$ cat config.mk
export PLATFORM = sky130hd
export DESIGN_NAME = mqtt_packet_header_parser_unit
export DESIGN_NICKNAME = d
export VERILOG_FILES = /design/src/mqtt_php_pkg.sv /design/src/mqtt_php_front.sv /design/src/mqtt_php_back.sv /design/src/mqtt_packet_header_parser_unit.sv
export VERILOG_INCLUDE_DIRS = /design/src /design/src/src
export SDC_FILE = /design/constraint.sdc
export NUM_CORES = 1
export LEC_CHECK = 0
export ABC_AREA = 1
export BUFFER_PORTS_ARGS = -buffer_cell sky130_fd_sc_hd__buf_2
export CAP_MARGIN = 15
export CORE_MARGIN = 3
export CORE_UTILIZATION = 40
export CTS_BUF_LIST = sky130_fd_sc_hd__clkbuf_16
export CTS_CLUSTER_DIAMETER = 60
export DETAILED_ROUTE_END_ITERATION = 7
export RECOVER_POWER = 50
export SYNTH_ARGS = -nofsm -noshare
export SYNTH_HDL_FRONTEND = slang
export SYNTH_SLANG_ARGS = --single-unit
$ cat constraint.sdc
create_clock -name aclk -period 16.3 [get_ports aclk]
set_input_delay 3.26 -clock aclk [delete_from_list [all_inputs] [get_ports aclk]]
set_output_delay 3.26 -clock aclk [all_outputs]
set_load 0.005 [all_outputs]
$ cat src/mqtt_packet_header_parser_unit_assert.svh
// Assertion macros used by the parser back end (mqtt_php_back).
// Every macro samples on aclk and is disabled while aresetn is low.
`ifndef MQTT_PACKET_HEADER_PARSER_UNIT_ASSERT_SVH
`define MQTT_PACKET_HEADER_PARSER_UNIT_ASSERT_SVH

// Same-cycle implication.
`define MPHP_ASSERT_IMPLIES(label, ante, cons, msg) \
    label: assert property (@(posedge aclk) disable iff (!aresetn) (ante) |-> (cons)) \
        else $error(msg);

// Next-cycle implication.
`define MPHP_ASSERT_NEXT(label, ante, cons, msg) \
    label: assert property (@(posedge aclk) disable iff (!aresetn) (ante) |=> (cons)) \
        else $error(msg);

`endif

$ cat src/mqtt_php_pkg.sv
`default_nettype none

package mqtt_php_pkg;

    // Field widths.
    localparam int unsigned LEN_W   = 28;
    localparam int unsigned WORD_W  = 16;
    localparam int unsigned VHDR_W  = 17;

    // Control packet types that shape the body.
    localparam logic [3:0] TYPE_PUBLISH = 4'd3;
    localparam logic [3:0] TYPE_ID_LO   = 4'd4;
    localparam logic [3:0] TYPE_ID_HI   = 4'd11;

    // Largest remaining length after reset.
    localparam logic [LEN_W-1:0] MAX_LEN_RESET = 28'hFFF_FFFF;

    // Parser phase, which is also the region tag of the byte.
    typedef enum logic [2:0] {
        PH_FIRST    = 3'd0,
        PH_LEN      = 3'd1,
        PH_TOPICLEN = 3'd2,
        PH_TOPIC    = 3'd3,
        PH_ID       = 3'd4,
        PH_PAYLOAD  = 3'd5,
        PH_OTHER    = 3'd6
    } phase_t;

    // One pre-decoded stream byte as it sits in the queue.
    typedef struct packed {
        logic [7:0] data;
        logic       cont;
    } byte_item_t;

endpackage

`default_nettype wire

$ cat src/mqtt_php_front.sv
`default_nettype none

module mqtt_php_front
    import mqtt_php_pkg::*;
(
    input  wire logic       aclk,
    input  wire logic       aresetn,
    input  wire logic       s_valid,
    output logic            s_ready,
    input  wire logic [7:0] s_data_byte,
    output logic            q_valid,
    input  wire logic       q_ready,
    output byte_item_t      q_item
);

    byte_item_t fifo_mem_reg [2];
    logic       wr_ptr_reg, wr_ptr_next;
    logic       rd_ptr_reg, rd_ptr_next;
    logic [1:0] count_reg, count_next;
    logic       push, pop;
    byte_item_t in_item;

    // Pre-decode the incoming item: flag the continuation bit.
    always_comb begin
        in_item.data = s_data_byte;
        in_item.cont = s_data_byte[7];
    end

    assign s_ready = (count_reg != 2'd2);
    assign q_valid = (count_reg != 2'd0);
    assign q_item  = fifo_mem_reg[rd_ptr_reg];
    assign push    = s_valid && s_ready;
    assign pop     = q_valid && q_ready;

    // Pointer and fill count update.
    always_comb begin
        wr_ptr_next = push ? ~wr_ptr_reg : wr_ptr_reg;
        rd_ptr_next = pop ? ~rd_ptr_reg : rd_ptr_reg;
        count_next  = count_reg;
        if (push && !pop) begin
            count_next = count_reg + 2'd1;
        end else if (pop && !push) begin
            count_next = count_reg - 2'd1;
        end
    end

    always_ff @(posedge aclk) begin
        if (!aresetn) begin
            wr_ptr_reg <= 1'b0;
            rd_ptr_reg <= 1'b0;
            count_reg  <= 2'd0;
        end else begin
            wr_ptr_reg <= wr_ptr_next;
            rd_ptr_reg <= rd_ptr_next;
            count_reg  <= count_next;
        end
    end

    // Queue storage needs no reset.
    always_ff @(posedge aclk) begin
        if (push) begin
            fifo_mem_reg[wr_ptr_reg] <= in_item;
        end
    end

endmodule

`default_nettype wire

$ cat src/mqtt_php_back.sv
`default_nettype none

`include "mqtt_packet_header_parser_unit_assert.svh"

module mqtt_php_back
    import mqtt_php_pkg::*;
(
    input  wire logic              aclk,
    input  wire logic              aresetn,
    input  wire logic              q_valid,
    output logic                   q_ready,
    input  wire byte_item_t        q_item,
    input  wire logic              cfg_valid,
    output logic                   cfg_ready,
    input  wire logic [LEN_W-1:0]  cfg_data,
    output logic                   m_valid,
    input  wire logic              m_ready,
    output logic [2:0]             m_region,
    output logic [3:0]             m_packet_type,
    output logic [1:0]             m_qos_level,
    output logic                   m_retain_flag,
    output logic                   m_dup_flag,
    output logic [LEN_W-1:0]       m_remaining_length,
    output logic [WORD_W-1:0]      m_topic_length,
    output logic [WORD_W-1:0]      m_packet_id,
    output logic                   m_id_valid,
    output logic [LEN_W-1:0]       m_payload_length,
    output logic                   m_end_of_packet,
    output logic                   m_error
);

    // Parser state.
    phase_t              phase_reg, phase_next;
    logic [1:0]          lbi_reg, lbi_next;
    logic [LEN_W-1:0]    acc_reg, acc_next;
    logic [LEN_W-1:0]    left_reg, left_next;
    logic [7:0]          hdr_reg, hdr_next;
    logic [WORD_W-1:0]   tlen_reg, tlen_next;
    logic [WORD_W-1:0]   tleft_reg, tleft_next;
    logic [WORD_W-1:0]   pid_reg, pid_next;
    logic [1:0]          ids_reg, ids_next;
    logic [LEN_W-1:0]    max_len_reg;

    // Output register.
    logic                m_valid_reg;
    logic [2:0]          region_reg;
    logic [7:0]          ohdr_reg;
    logic [LEN_W-1:0]    olen_reg;
    logic [WORD_W-1:0]   otlen_reg;
    logic [WORD_W-1:0]   opid_reg;
    logic                oidv_reg;
    logic [LEN_W-1:0]    opay_reg;
    logic                oeop_reg;
    logic                oerr_reg;

    logic                advance;
    logic                eop, err;
    logic [LEN_W-1:0]    len_group;
    logic [3:0]          cur_type;
    logic                cur_qos_nz;
    logic [VHDR_W-1:0]   vhdr;
    logic [LEN_W-1:0]    vhdr_ext;
    logic [LEN_W-1:0]    pay;
    logic                idv;

    assign q_ready   = !m_valid_reg || m_ready;
    assign advance   = q_valid && q_ready;
    assign cfg_ready = 1'b1;

    assign cur_type   = hdr_reg[7:4];
    assign cur_qos_nz = (hdr_reg[2:1] != 2'd0);

    // Place the seven value bits of a length byte by its position.
    always_comb begin
        unique case (lbi_reg)
            2'd0: len_group = {21'd0, q_item.data[6:0]};
            2'd1: len_group = {14'd0, q_item.data[6:0], 7'd0};
            2'd2: len_group = {7'd0, q_item.data[6:0], 14'd0};
            2'd3: len_group = {q_item.data[6:0], 21'd0};
        endcase
    end

    // Next parser state for the item at the queue head.
    always_comb begin
        phase_next = phase_reg;
        lbi_next   = lbi_reg;
        acc_next   = acc_reg;
        left_next  = left_reg;
        hdr_next   = hdr_reg;
        tlen_next  = tlen_reg;
        tleft_next = tleft_reg;
        pid_next   = pid_reg;
        ids_next   = ids_reg;
        eop        = 1'b0;
        err        = 1'b0;
        unique case (phase_reg)
            PH_FIRST: begin
                hdr_next   = q_item.data;
                lbi_next   = 2'd0;
                acc_next   = '0;
                left_next  = '0;
                tlen_next  = '0;
                tleft_next = '0;
                pid_next   = '0;
                ids_next   = 2'd0;
                phase_next = PH_LEN;
            end
            PH_LEN: begin
                acc_next = acc_reg | len_group;
                if (q_item.cont) begin
                    if (lbi_reg == 2'd3) begin
                        err        = 1'b1;
                        phase_next = PH_FIRST;
                        lbi_next   = 2'd0;
                    end else begin
                        lbi_next = lbi_reg + 2'd1;
                    end
                end else if (acc_next > max_len_reg) begin
                    err        = 1'b1;
                    phase_next = PH_FIRST;
                    lbi_next   = 2'd0;
                end else begin
                    lbi_next  = 2'd0;
                    left_next = acc_next;
                    if (acc_next == '0) begin
                        eop        = 1'b1;
                        phase_next = PH_FIRST;
                    end else if (cur_type == TYPE_PUBLISH) begin
                        phase_next = PH_TOPICLEN;
                    end else if (cur_type >= TYPE_ID_LO && cur_type <= TYPE_ID_HI) begin
                        phase_next = PH_ID;
                    end else begin
                        phase_next = PH_OTHER;
                    end
                end
            end
            default: begin
                // Body byte: advance the sub-field, then count down the packet.
                unique case (phase_reg)
                    PH_TOPICLEN: begin
                        if (lbi_reg == 2'd0) begin
                            tlen_next = {q_item.data, 8'd0};
                            lbi_next  = 2'd1;
                        end else begin
                            tlen_next  = tlen_reg | {8'd0, q_item.data};
                            lbi_next   = 2'd2;
                            tleft_next = tlen_next;
                            if (tlen_next != '0) begin
                                phase_next = PH_TOPIC;
                            end else begin
                                phase_next = cur_qos_nz ? PH_ID : PH_PAYLOAD;
                            end
                        end
                    end
                    PH_TOPIC: begin
                        tleft_next = tleft_reg - 16'd1;
                        if (tleft_next == '0) begin
                            phase_next = cur_qos_nz ? PH_ID : PH_PAYLOAD;
                        end
                    end
                    PH_ID: begin
                        if (ids_reg == 2'd0) begin
                            pid_next = {q_item.data, 8'd0};
                            ids_next = 2'd1;
                        end else begin
                            pid_next   = pid_reg | {8'd0, q_item.data};
                            ids_next   = 2'd2;
                            phase_next = (cur_type == TYPE_PUBLISH) ? PH_PAYLOAD : PH_OTHER;
                        end
                    end
                    default: begin
                    end
                endcase
                left_next = left_reg - 28'd1;
                if (left_next == '0) begin
                    eop        = 1'b1;
                    phase_next = PH_FIRST;
                end
            end
        endcase
    end

    // Payload length once the topic length is known.
    always_comb begin
        vhdr     = VHDR_W'(2) + {1'b0, tlen_next} + (hdr_next[2:1] != 2'd0 ? VHDR_W'(2)
                                                                       : VHDR_W'(0));
        vhdr_ext = {{(LEN_W-VHDR_W){1'b0}}, vhdr};
        pay      = '0;
        if (hdr_next[7:4] == TYPE_PUBLISH && lbi_next == 2'd2 && phase_next != PH_LEN) begin
            pay = (acc_next > vhdr_ext) ? (acc_next - vhdr_ext) : '0;
        end
        idv = (ids_next == 2'd2);
    end

    // Control registers.
    always_ff @(posedge aclk) begin
        if (!aresetn) begin
            phase_reg   <= PH_FIRST;
            lbi_reg     <= 2'd0;
            max_len_reg <= MAX_LEN_RESET;
            m_valid_reg <= 1'b0;
        end else begin
            if (advance) begin
                phase_reg <= phase_next;
                lbi_reg   <= lbi_next;
            end
            if (cfg_valid && cfg_ready) begin
                max_len_reg <= cfg_data;
            end
            if (advance) begin
                m_valid_reg <= 1'b1;
            end else if (m_ready) begin
                m_valid_reg <= 1'b0;
            end
        end
    end

    // Parser data and result item registers.
    always_ff @(posedge aclk) begin
        if (advance) begin
            acc_reg    <= acc_next;
            left_reg   <= left_next;
            hdr_reg    <= hdr_next;
            tlen_reg   <= tlen_next;
            tleft_reg  <= tleft_next;
            pid_reg    <= pid_next;
            ids_reg    <= ids_next;
            region_reg <= phase_reg;
            ohdr_reg   <= hdr_next;
            olen_reg   <= acc_next;
            otlen_reg  <= tlen_next;
            opid_reg   <= idv ? pid_next : '0;
            oidv_reg   <= idv;
            opay_reg   <= pay;
            oeop_reg   <= eop;
            oerr_reg   <= err;
        end
    end

    assign m_valid            = m_valid_reg;
    assign m_region           = region_reg;
    assign m_packet_type      = ohdr_reg[7:4];
    assign m_qos_level        = ohdr_reg[2:1];
    assign m_retain_flag      = ohdr_reg[0];
    assign m_dup_flag         = ohdr_reg[3];
    assign m_remaining_length = olen_reg;
    assign m_topic_length     = otlen_reg;
    assign m_packet_id        = opid_reg;
    assign m_id_valid         = oidv_reg;
    assign m_payload_length   = opay_reg;
    assign m_end_of_packet    = oeop_reg;
    assign m_error            = oerr_reg;

    // A malformed length only ever shows on a length byte.
    `MPHP_ASSERT_IMPLIES(a_err_on_len, m_valid_reg && oerr_reg, region_reg == PH_LEN,
        "error raised outside the length field")
    // An item never both errors and ends a packet.
    `MPHP_ASSERT_IMPLIES(a_err_not_eop, m_valid_reg, !(oerr_reg && oeop_reg),
        "error and end of packet on the same item")
    // The packet id cannot be complete in the fixed header.
    `MPHP_ASSERT_IMPLIES(a_idv_in_body, m_valid_reg && oidv_reg,
        region_reg != PH_FIRST && region_reg != PH_LEN, "packet id valid in fixed header")
    // Only PUBLISH carries a payload length.
    `MPHP_ASSERT_IMPLIES(a_pay_publish, m_valid_reg && (opay_reg != '0),
        ohdr_reg[7:4] == TYPE_PUBLISH, "payload length on a non-publish packet")
    // After an end of packet or an error the parser waits for a first byte.
    `MPHP_ASSERT_NEXT(a_resync, advance && (eop || err), phase_reg == PH_FIRST,
        "parser did not return to the first byte")

endmodule

`default_nettype wire

$ cat src/mqtt_packet_header_parser_unit.sv
`default_nettype none

// MQTT 3.1.1 fixed/variable header parser. Feed the byte stream one item per byte on the
// s_ channel; each byte yields exactly one m_ item carrying its region tag, the decoded
// first-byte fields, remaining length, topic length, packet id and PUBLISH payload length,
// plus end-of-packet and error flags. One byte is taken per clock when the output is
// drained; a byte waits in a two-entry input queue, then the parser reads it from the
// queue head and writes its result item into the output register. The limit on the
// remaining length is written on the cfg channel; the user must write it only while no
// byte is in flight, as the block itself does not enforce it.
module mqtt_packet_header_parser_unit
    import mqtt_php_pkg::*;
(
    input  wire logic              aclk,
    input  wire logic              aresetn,
    input  wire logic              s_valid,
    output logic                   s_ready,
    input  wire logic [7:0]        s_data_byte,
    input  wire logic              cfg_valid,
    output logic                   cfg_ready,
    input  wire logic [LEN_W-1:0]  cfg_data,
    output logic                   m_valid,
    input  wire logic              m_ready,
    output logic [2:0]             m_region,
    output logic [3:0]             m_packet_type,
    output logic [1:0]             m_qos_level,
    output logic                   m_retain_flag,
    output logic                   m_dup_flag,
    output logic [LEN_W-1:0]       m_remaining_length,
    output logic [WORD_W-1:0]      m_topic_length,
    output logic [WORD_W-1:0]      m_packet_id,
    output logic                   m_id_valid,
    output logic [LEN_W-1:0]       m_payload_length,
    output logic                   m_end_of_packet,
    output logic                   m_error
);

    logic       q_valid;
    logic       q_ready;
    byte_item_t q_item;

    // Input queue with byte pre-decode.
    mqtt_php_front u_front (
        .aclk        (aclk),
        .aresetn     (aresetn),
        .s_valid     (s_valid),
        .s_ready     (s_ready),
        .s_data_byte (s_data_byte),
        .q_valid     (q_valid),
        .q_ready     (q_ready),
        .q_item      (q_item)
    );

    // Header parser and result register.
    mqtt_php_back u_back (
        .aclk               (aclk),
        .aresetn            (aresetn),
        .q_valid            (q_valid),
        .q_ready            (q_ready),
        .q_item             (q_item),
        .cfg_valid          (cfg_valid),
        .cfg_ready          (cfg_ready),
        .cfg_data           (cfg_data),
        .m_valid            (m_valid),
        .m_ready            (m_ready),
        .m_region           (m_region),
        .m_packet_type      (m_packet_type),
        .m_qos_level        (m_qos_level),
        .m_retain_flag      (m_retain_flag),
        .m_dup_flag         (m_dup_flag),
        .m_remaining_length (m_remaining_length),
        .m_topic_length     (m_topic_length),
        .m_packet_id        (m_packet_id),
        .m_id_valid         (m_id_valid),
        .m_payload_length   (m_payload_length),
        .m_end_of_packet    (m_end_of_packet),
        .m_error            (m_error)
    );

endmodule

`default_nettype wire
==> impl_metrics.csv, run 1 <==
group,metric,value,unit
synthesis,synth_warnings,0,
synthesis,synthesis.area,0.0129,mm2
hold_path,hold_path_depth,1,
worst_setup_path,r2r_start,"u_back.phase_reg[1]",
timing,drv_slew,189,
clock_tree,cts_buffer_depth,3,
grt,grt_max_degree,130,
synthesis,synth_flop_cell,"edfxtp_1",
floorplan,ios,146,
synthesis,synth_nets,1680,
clock_tree,clkSlewWorstSetupHoldPaths,0.06,ns
worst_setup_path,cp_num_buf_inv,3,
worst_setup_path,path_class,"in -> reg",
worst_setup_path,rr_worst_depth,26,
power_and_ir_drop,finalPower,3.85,mW
worst_setup_path,cp_top_family,"buffers and inverters",
route,wl_per_cell,18.4,um
run_status,status,"complete, but fails checks",
synthesis,synth_most_common_cell,"nand2_1",
worst_setup_path,critPathArrivalTime,9.30,ns
worst_setup_path,r2r_end,"u_back.m_payload_length[19]",
synthesis,synthTopCellsByCount,"nand2_1 (348), inv_1 (220), nor2_1 (200)",
placed_design,numPortBuffers,144,
clock_tree,cts_tree,"done",
route,wirelength,39400,um
timing,finalSetupViolCount,0,
clock_tree,cts_hold_buf,0,
worst_setup_path,cpMostUsedCell,"a21oi_1",
worst_setup_path,rrSetupSlack,9.00,ns
timing,min_period_over_period,55.7,%
floorplan,rows,65,
timing,setup_tns,0,ns
worst_setup_path,critPathSlowestCell,"clkbuf_1",
power_and_ir_drop,power_leakage,6.74,nW
worst_setup_path,crit_path_end_kind,"register",
layout,fin_nets,1823,
synthesis,yosysSeqAreaShare,47.8,%
layout,stdcell_count,2142,
floorplan,die_w,186,um
power_and_ir_drop,peakVddDrop,138,uV
hold_path,min_from,"u_front.rd_ptr_reg",
clock_tree,cts_buffers,26,
placed_design,place_inst,2096,
route,drcViolationCount,0,
synthesis,synth.top_cells.by_area,"edfxtp_1 (42%), nand2_1 (10%), inv_1 (6.4%)",
floorplan,die_h,186,um
grt,grt_overflow,0,
timing,hold_violations,0,
hold_path,hold_path_class,"reg -> reg",
synthesis,synth_cells,1579,
grt,grt_pass1_wl,59100,um
worst_setup_path,crit_chain,"buf_2, nor2_1, a21oi_1, clkbuf_1, nand2_1, a21oi_1, buf_4",
clock_tree,clkSinkCount,219,
timing,fin_skew,0.0118,ns
worst_setup_path,max_stage_delay,4.78,ns
power_and_ir_drop,p_per_area,261,mW/mm2
synthesis,syn-mean-instance-area,8.20,um2
route,vias,11300,
grt,grt_pass1_vias,10600,
layout,drive_above_1_share,13.4,%
timing,holdWs,0.460,ns
worst_setup_path,startpoint_type,"primary input",
grt,grtUsageTotal,22.2,%
layout,fill_cells,3132,
clock_tree,h-tree-depth,1,
layout,area_delta_synth_final,14.1,%
worst_setup_path,required,16.51,ns
timing,slew-limit-headroom,-367,%
clock_tree,ctsResizeCount,0,
run,cap_viol_max_count,3,
timing,grt_setup_unrepaired,"no",
route,viasPerCell,5.26,
timing,period_minus_slack,9.08,ns
clock_tree,clk_latency,0.53,ns
floorplan,initial_core_util,40.8,%
clock_tree,clockRootBuffer,"clkbuf_16",
placed_design,dpl.hpwl,30400,um
placed_design,globalplace.congestion,0.938,
worst_setup_path,crit_path_max_fanout,129,
floorplan,coreArea,0.0317,mm2
timing,fmax,110,MHz
route,antenna_left,0,
synthesis,synthArstFlopShare,0,%
synthesis,synth_edf_count,180,
route,drtIter0Drc,1035,
synthesis,ys_ff_latch,219,
timing,tightest_slew,7.01,ns
layout,final_core_util,46.6,%
synthesis,yosysTopAreaCell,"edfxtp_1",
floorplan,die-area,0.0346,mm2
synthesis,synth_top_area_share,41.7,%
grt,antenna_found_initial,0,
run_status,violations,"max-capacitance violations, max-slew violations",
synthesis,synthDistinctLibCells,51,
layout,seqCellArea,0.00619,mm2
layout,multi_input_area,0.00564,mm2
clock_tree,post_cts_buffers,0,
route,first_pass_iters,5,
layout,antenna_cells,0,
[worst max path at each step]
| stage | end | cells past startpoint | from | slack (ns) |
|---|---|---|---|---|
| 2_1_floorplan | u_back.tleft_reg[0] | 5 | m_ready | 7.91 |
| 3_3_place_gp | u_back.m_payload_length[2] | 26 | u_back.phase_reg[1] | 11.24 |
| 3_5_place_dp | u_back.m_payload_length[2] | 26 | u_back.phase_reg[1] | 11.08 |
| 4_1_cts | u_back.m_payload_length[19] | 26 | u_back.phase_reg[1] | 11.06 |
| 5_1_grt | u_front.rd_ptr_reg | 6 | m_ready | 6.31 |
| 6_report | u_back.tleft_reg[0] | 7 | m_ready | 7.22 |
[kinds of logic (layout without fill, tap and decap cells)]
group	count (synthesis)	after routing	share of synthesized area [%]
other cells	1	1	0.0290
flops	219	219	47.8
fa+ha+maj	60	60	5.86
compound gates	285	285	12.4
xor+xnor	36	36	2.44
simple gates	709	709	23.3
buf+inv	269	430	8.19
[area by class of cell]
type	count	area share, %
tap	402	3.40
timing repair buffer	150	5.09
clock buffer	27	4.57
multi-input combinational	1091	38.2
inverter	234	5.94
clock inverter	19	0.957
sequential	219	41.9
[layout by cell type, fill, tap and decap left out, types with 39 or more instances in the layout]
cell / n
inv_1: 224
nor2_1: 201
ha_1: 59
nand3_1: 69
nand2_1: 351
o21ai_0: 119
a21oi_1: 109
edfxtp_1: 180
buf_2: 139
dfxtp_1: 39
[through the flow]
| stage | setup WS [ns] | cell area, um2 |
|---|---|---|
| 6_report | 7.22 | 14800 |
| 5_1_grt | 6.31 | 14800 |
| 4_1_cts | 11.06 | 14900 |
| 3_5_place_dp | 11.08 | 14100 |
| 3_3_place_gp | 11.24 | 14100 |
| 2_1_floorplan | 7.91 | 12900 |
[report_power, final]
part | internal (mW) | switching (mW)
registers | 1.00 | 0.186
logic | 0.647 | 1.46
clock network | 0.318 | 0.237
[metal layers]
metal	vias up	routed length (um)	global-route usage, %
li1	5543	-	-
met4	0	1120	5.78
met5	-	0	0
met3	63	2630	2.76
met2	414	17900	36.2
met1	5246	17700	31.4
Power figures use the tool's default switching activity.
==> run 2, diff against run 1 <==
==> constraint.sdc (replaced) <==
create_clock -name aclk -period 7.9 [get_ports aclk]
set_input_delay 1.58 -clock aclk [delete_from_list [all_inputs] [get_ports aclk]]
set_output_delay 1.58 -clock aclk [all_outputs]
set_load 0.005 [all_outputs]
==> impl_metrics.csv, run 2 (synthesis gave the netlist of run 1 again) <==
group,metric,value,unit
route,wl_per_cell,18.5,um
route,first_pass_iters,5,
clock_tree,cts_hold_buf,0,
clock_tree,ctsResizeCount,0,
worst_setup_path,path_class,"reg -> reg",
layout,fin_nets,1822,
worst_setup_path,rr_worst_depth,26,
placed_design,globalplace.congestion,0.933,
clock_tree,clk_latency,0.53,ns
layout,seqCellArea,0.00619,mm2
placed_design,dpl.hpwl,30600,um
timing,slew-limit-headroom,-94.7,%
timing,fmax,170,MHz
grt,grt_max_degree,79,
layout,multi_input_area,0.00570,mm2
placed_design,numPortBuffers,144,
clock_tree,clockRootBuffer,"clkbuf_16",
grt,grtUsageTotal,22.6,%
timing,drv_slew,54,
floorplan,die-area,0.0346,mm2
hold_path,hold_path_class,"reg -> reg",
worst_setup_path,cpMostUsedCell,"nand2_1",
floorplan,ios,146,
layout,final_cell_mix,"nand2_1 (349), inv_1 (222), nor2_1 (199)",
worst_setup_path,critPathSlowestCell,"nor2_4",
worst_setup_path,crit_end,"u_back.m_payload_length[16]",
timing,setup_tns,0,ns
worst_setup_path,crit_path_end_kind,"register",
route,drcViolationCount,0,
run,cap_viol_max_count,2,
layout,antenna_cells,0,
worst_setup_path,max_stage_delay,0.75,ns
floorplan,initial_core_util,40.8,%
floorplan,coreArea,0.0317,mm2
grt,grt_pass1_wl,60200,um
grt,grt_overflow,0,
timing,hold_violations,0,
layout,final_common_cell,"nand2_1",
floorplan,die_w,186,um
route,wirelength,39700,um
timing,grt_setup_unrepaired,"no",
clock_tree,clkSinkCount,219,
floorplan,rows,65,
run_status,violations,"max-capacitance violations, max-slew violations",
timing,min_period_over_period,74.5,%
worst_setup_path,startpoint_type,"register",
clock_tree,clkSlewWorstSetupHoldPaths,0.06,ns
timing,fin_skew,0.0137,ns
clock_tree,cts_buffer_depth,3,
route,antenna_left,0,
worst_setup_path,rrSetupSlack,2.01,ns
clock_tree,h-tree-depth,1,
clock_tree,cts_tree,"done",
layout,drive_above_1_share,9.77,%
worst_setup_path,critPathArrivalTime,6.26,ns
floorplan,die_h,186,um
grt,antenna_found_initial,0,
run_status,status,"complete, but fails checks",
worst_setup_path,required,8.28,ns
timing,finalSetupViolCount,0,
timing,tightest_slew,2.92,ns
clock_tree,post_cts_buffers,0,
route,viasPerCell,5.24,
worst_setup_path,startpoint,"u_back.phase_reg[1]",
layout,fill_cells,3153,
clock_tree,cts_buffers,26,
worst_setup_path,r2r_start,"u_back.phase_reg[1]",
grt,grt_pass1_vias,10600,
route,drtIter0Drc,1050,
route,vias,11200,
layout,area_delta_synth_final,13.8,%
worst_setup_path,r2r_end,"u_back.m_payload_length[16]",
worst_setup_path,crit_path_max_fanout,47,
timing,period_minus_slack,5.89,ns
[run 2: routing by layer]
metal  wire [um]  vias up  global-route usage [%]
met4        1220        0                    6.70
met5           0        -                       0
li1            -     5540                       -
met1       18000     5242                    31.9
met2       18100      364                    36.9
met3        2440       79                    2.35
[run 2: cell type report]
| class | count | share of cell area [%] |
|---|---|---|
| Sequential cell | 219 | 42.0 |
| Clock inverter | 20 | 1.00 |
| Clock buffer | 27 | 4.58 |
| Multi-Input combinational cell | 1091 | 38.7 |
| Inverter | 234 | 5.96 |
| Tap cell | 402 | 3.41 |
| Timing Repair Buffer | 149 | 4.42 |
[run 2: how the worst min path moves through the flow]
stage | start | endpoint | slack, ns | depth (start not counted)
final | u_front.rd_ptr_reg | register | 0.47 | 1
after global routing | u_front.rd_ptr_reg | register | 0.48 | 1
after CTS | u_front.rd_ptr_reg | register | 0.46 | 1
after detailed placement | u_front.rd_ptr_reg | register | 0.45 | 1
after global placement | u_front.rd_ptr_reg | register | 0.43 | 1
after floorplan | u_front.rd_ptr_reg | register | 0.43 | 1
[run 2: critical path: cells and delay by family, from the launching register on]
family | cells | cell delay (ns)
xor gates and xnor gates | 1 | 0.15
adders and majority gates | 3 | 0.69
buffers and inverters | 3 | 0.68
DFF | 1 | 0.38
AOI/OAI and AO/OA | 2 | 0.38
and+or+nand+nor | 17 | 3.40
[run 2: stage by stage]
step | area [um2] | cells | utilization [%] | setup WS (ns) | hold WS, ns
2_1_floorplan | 12900 | 1579 | - | 1.19 | 0.425
5_1_grt | 14700 | 2142 | 46.5 | 1.47 | 0.477
3_5_place_dp | 14000 | 2095 | 44.3 | 2.08 | 0.449
6_report | 14700 | 2142 | 46.5 | 2.01 | 0.467
4_1_cts | 14900 | 2142 | 46.9 | 2.05 | 0.458
3_3_place_gp | 14000 | 2095 | 44.3 | 2.26 | 0.430
Power of run 2 is left out: the tool's default activity adds up to more than one toggle a clock period on the data nets, which glitch-free logic cannot reach.
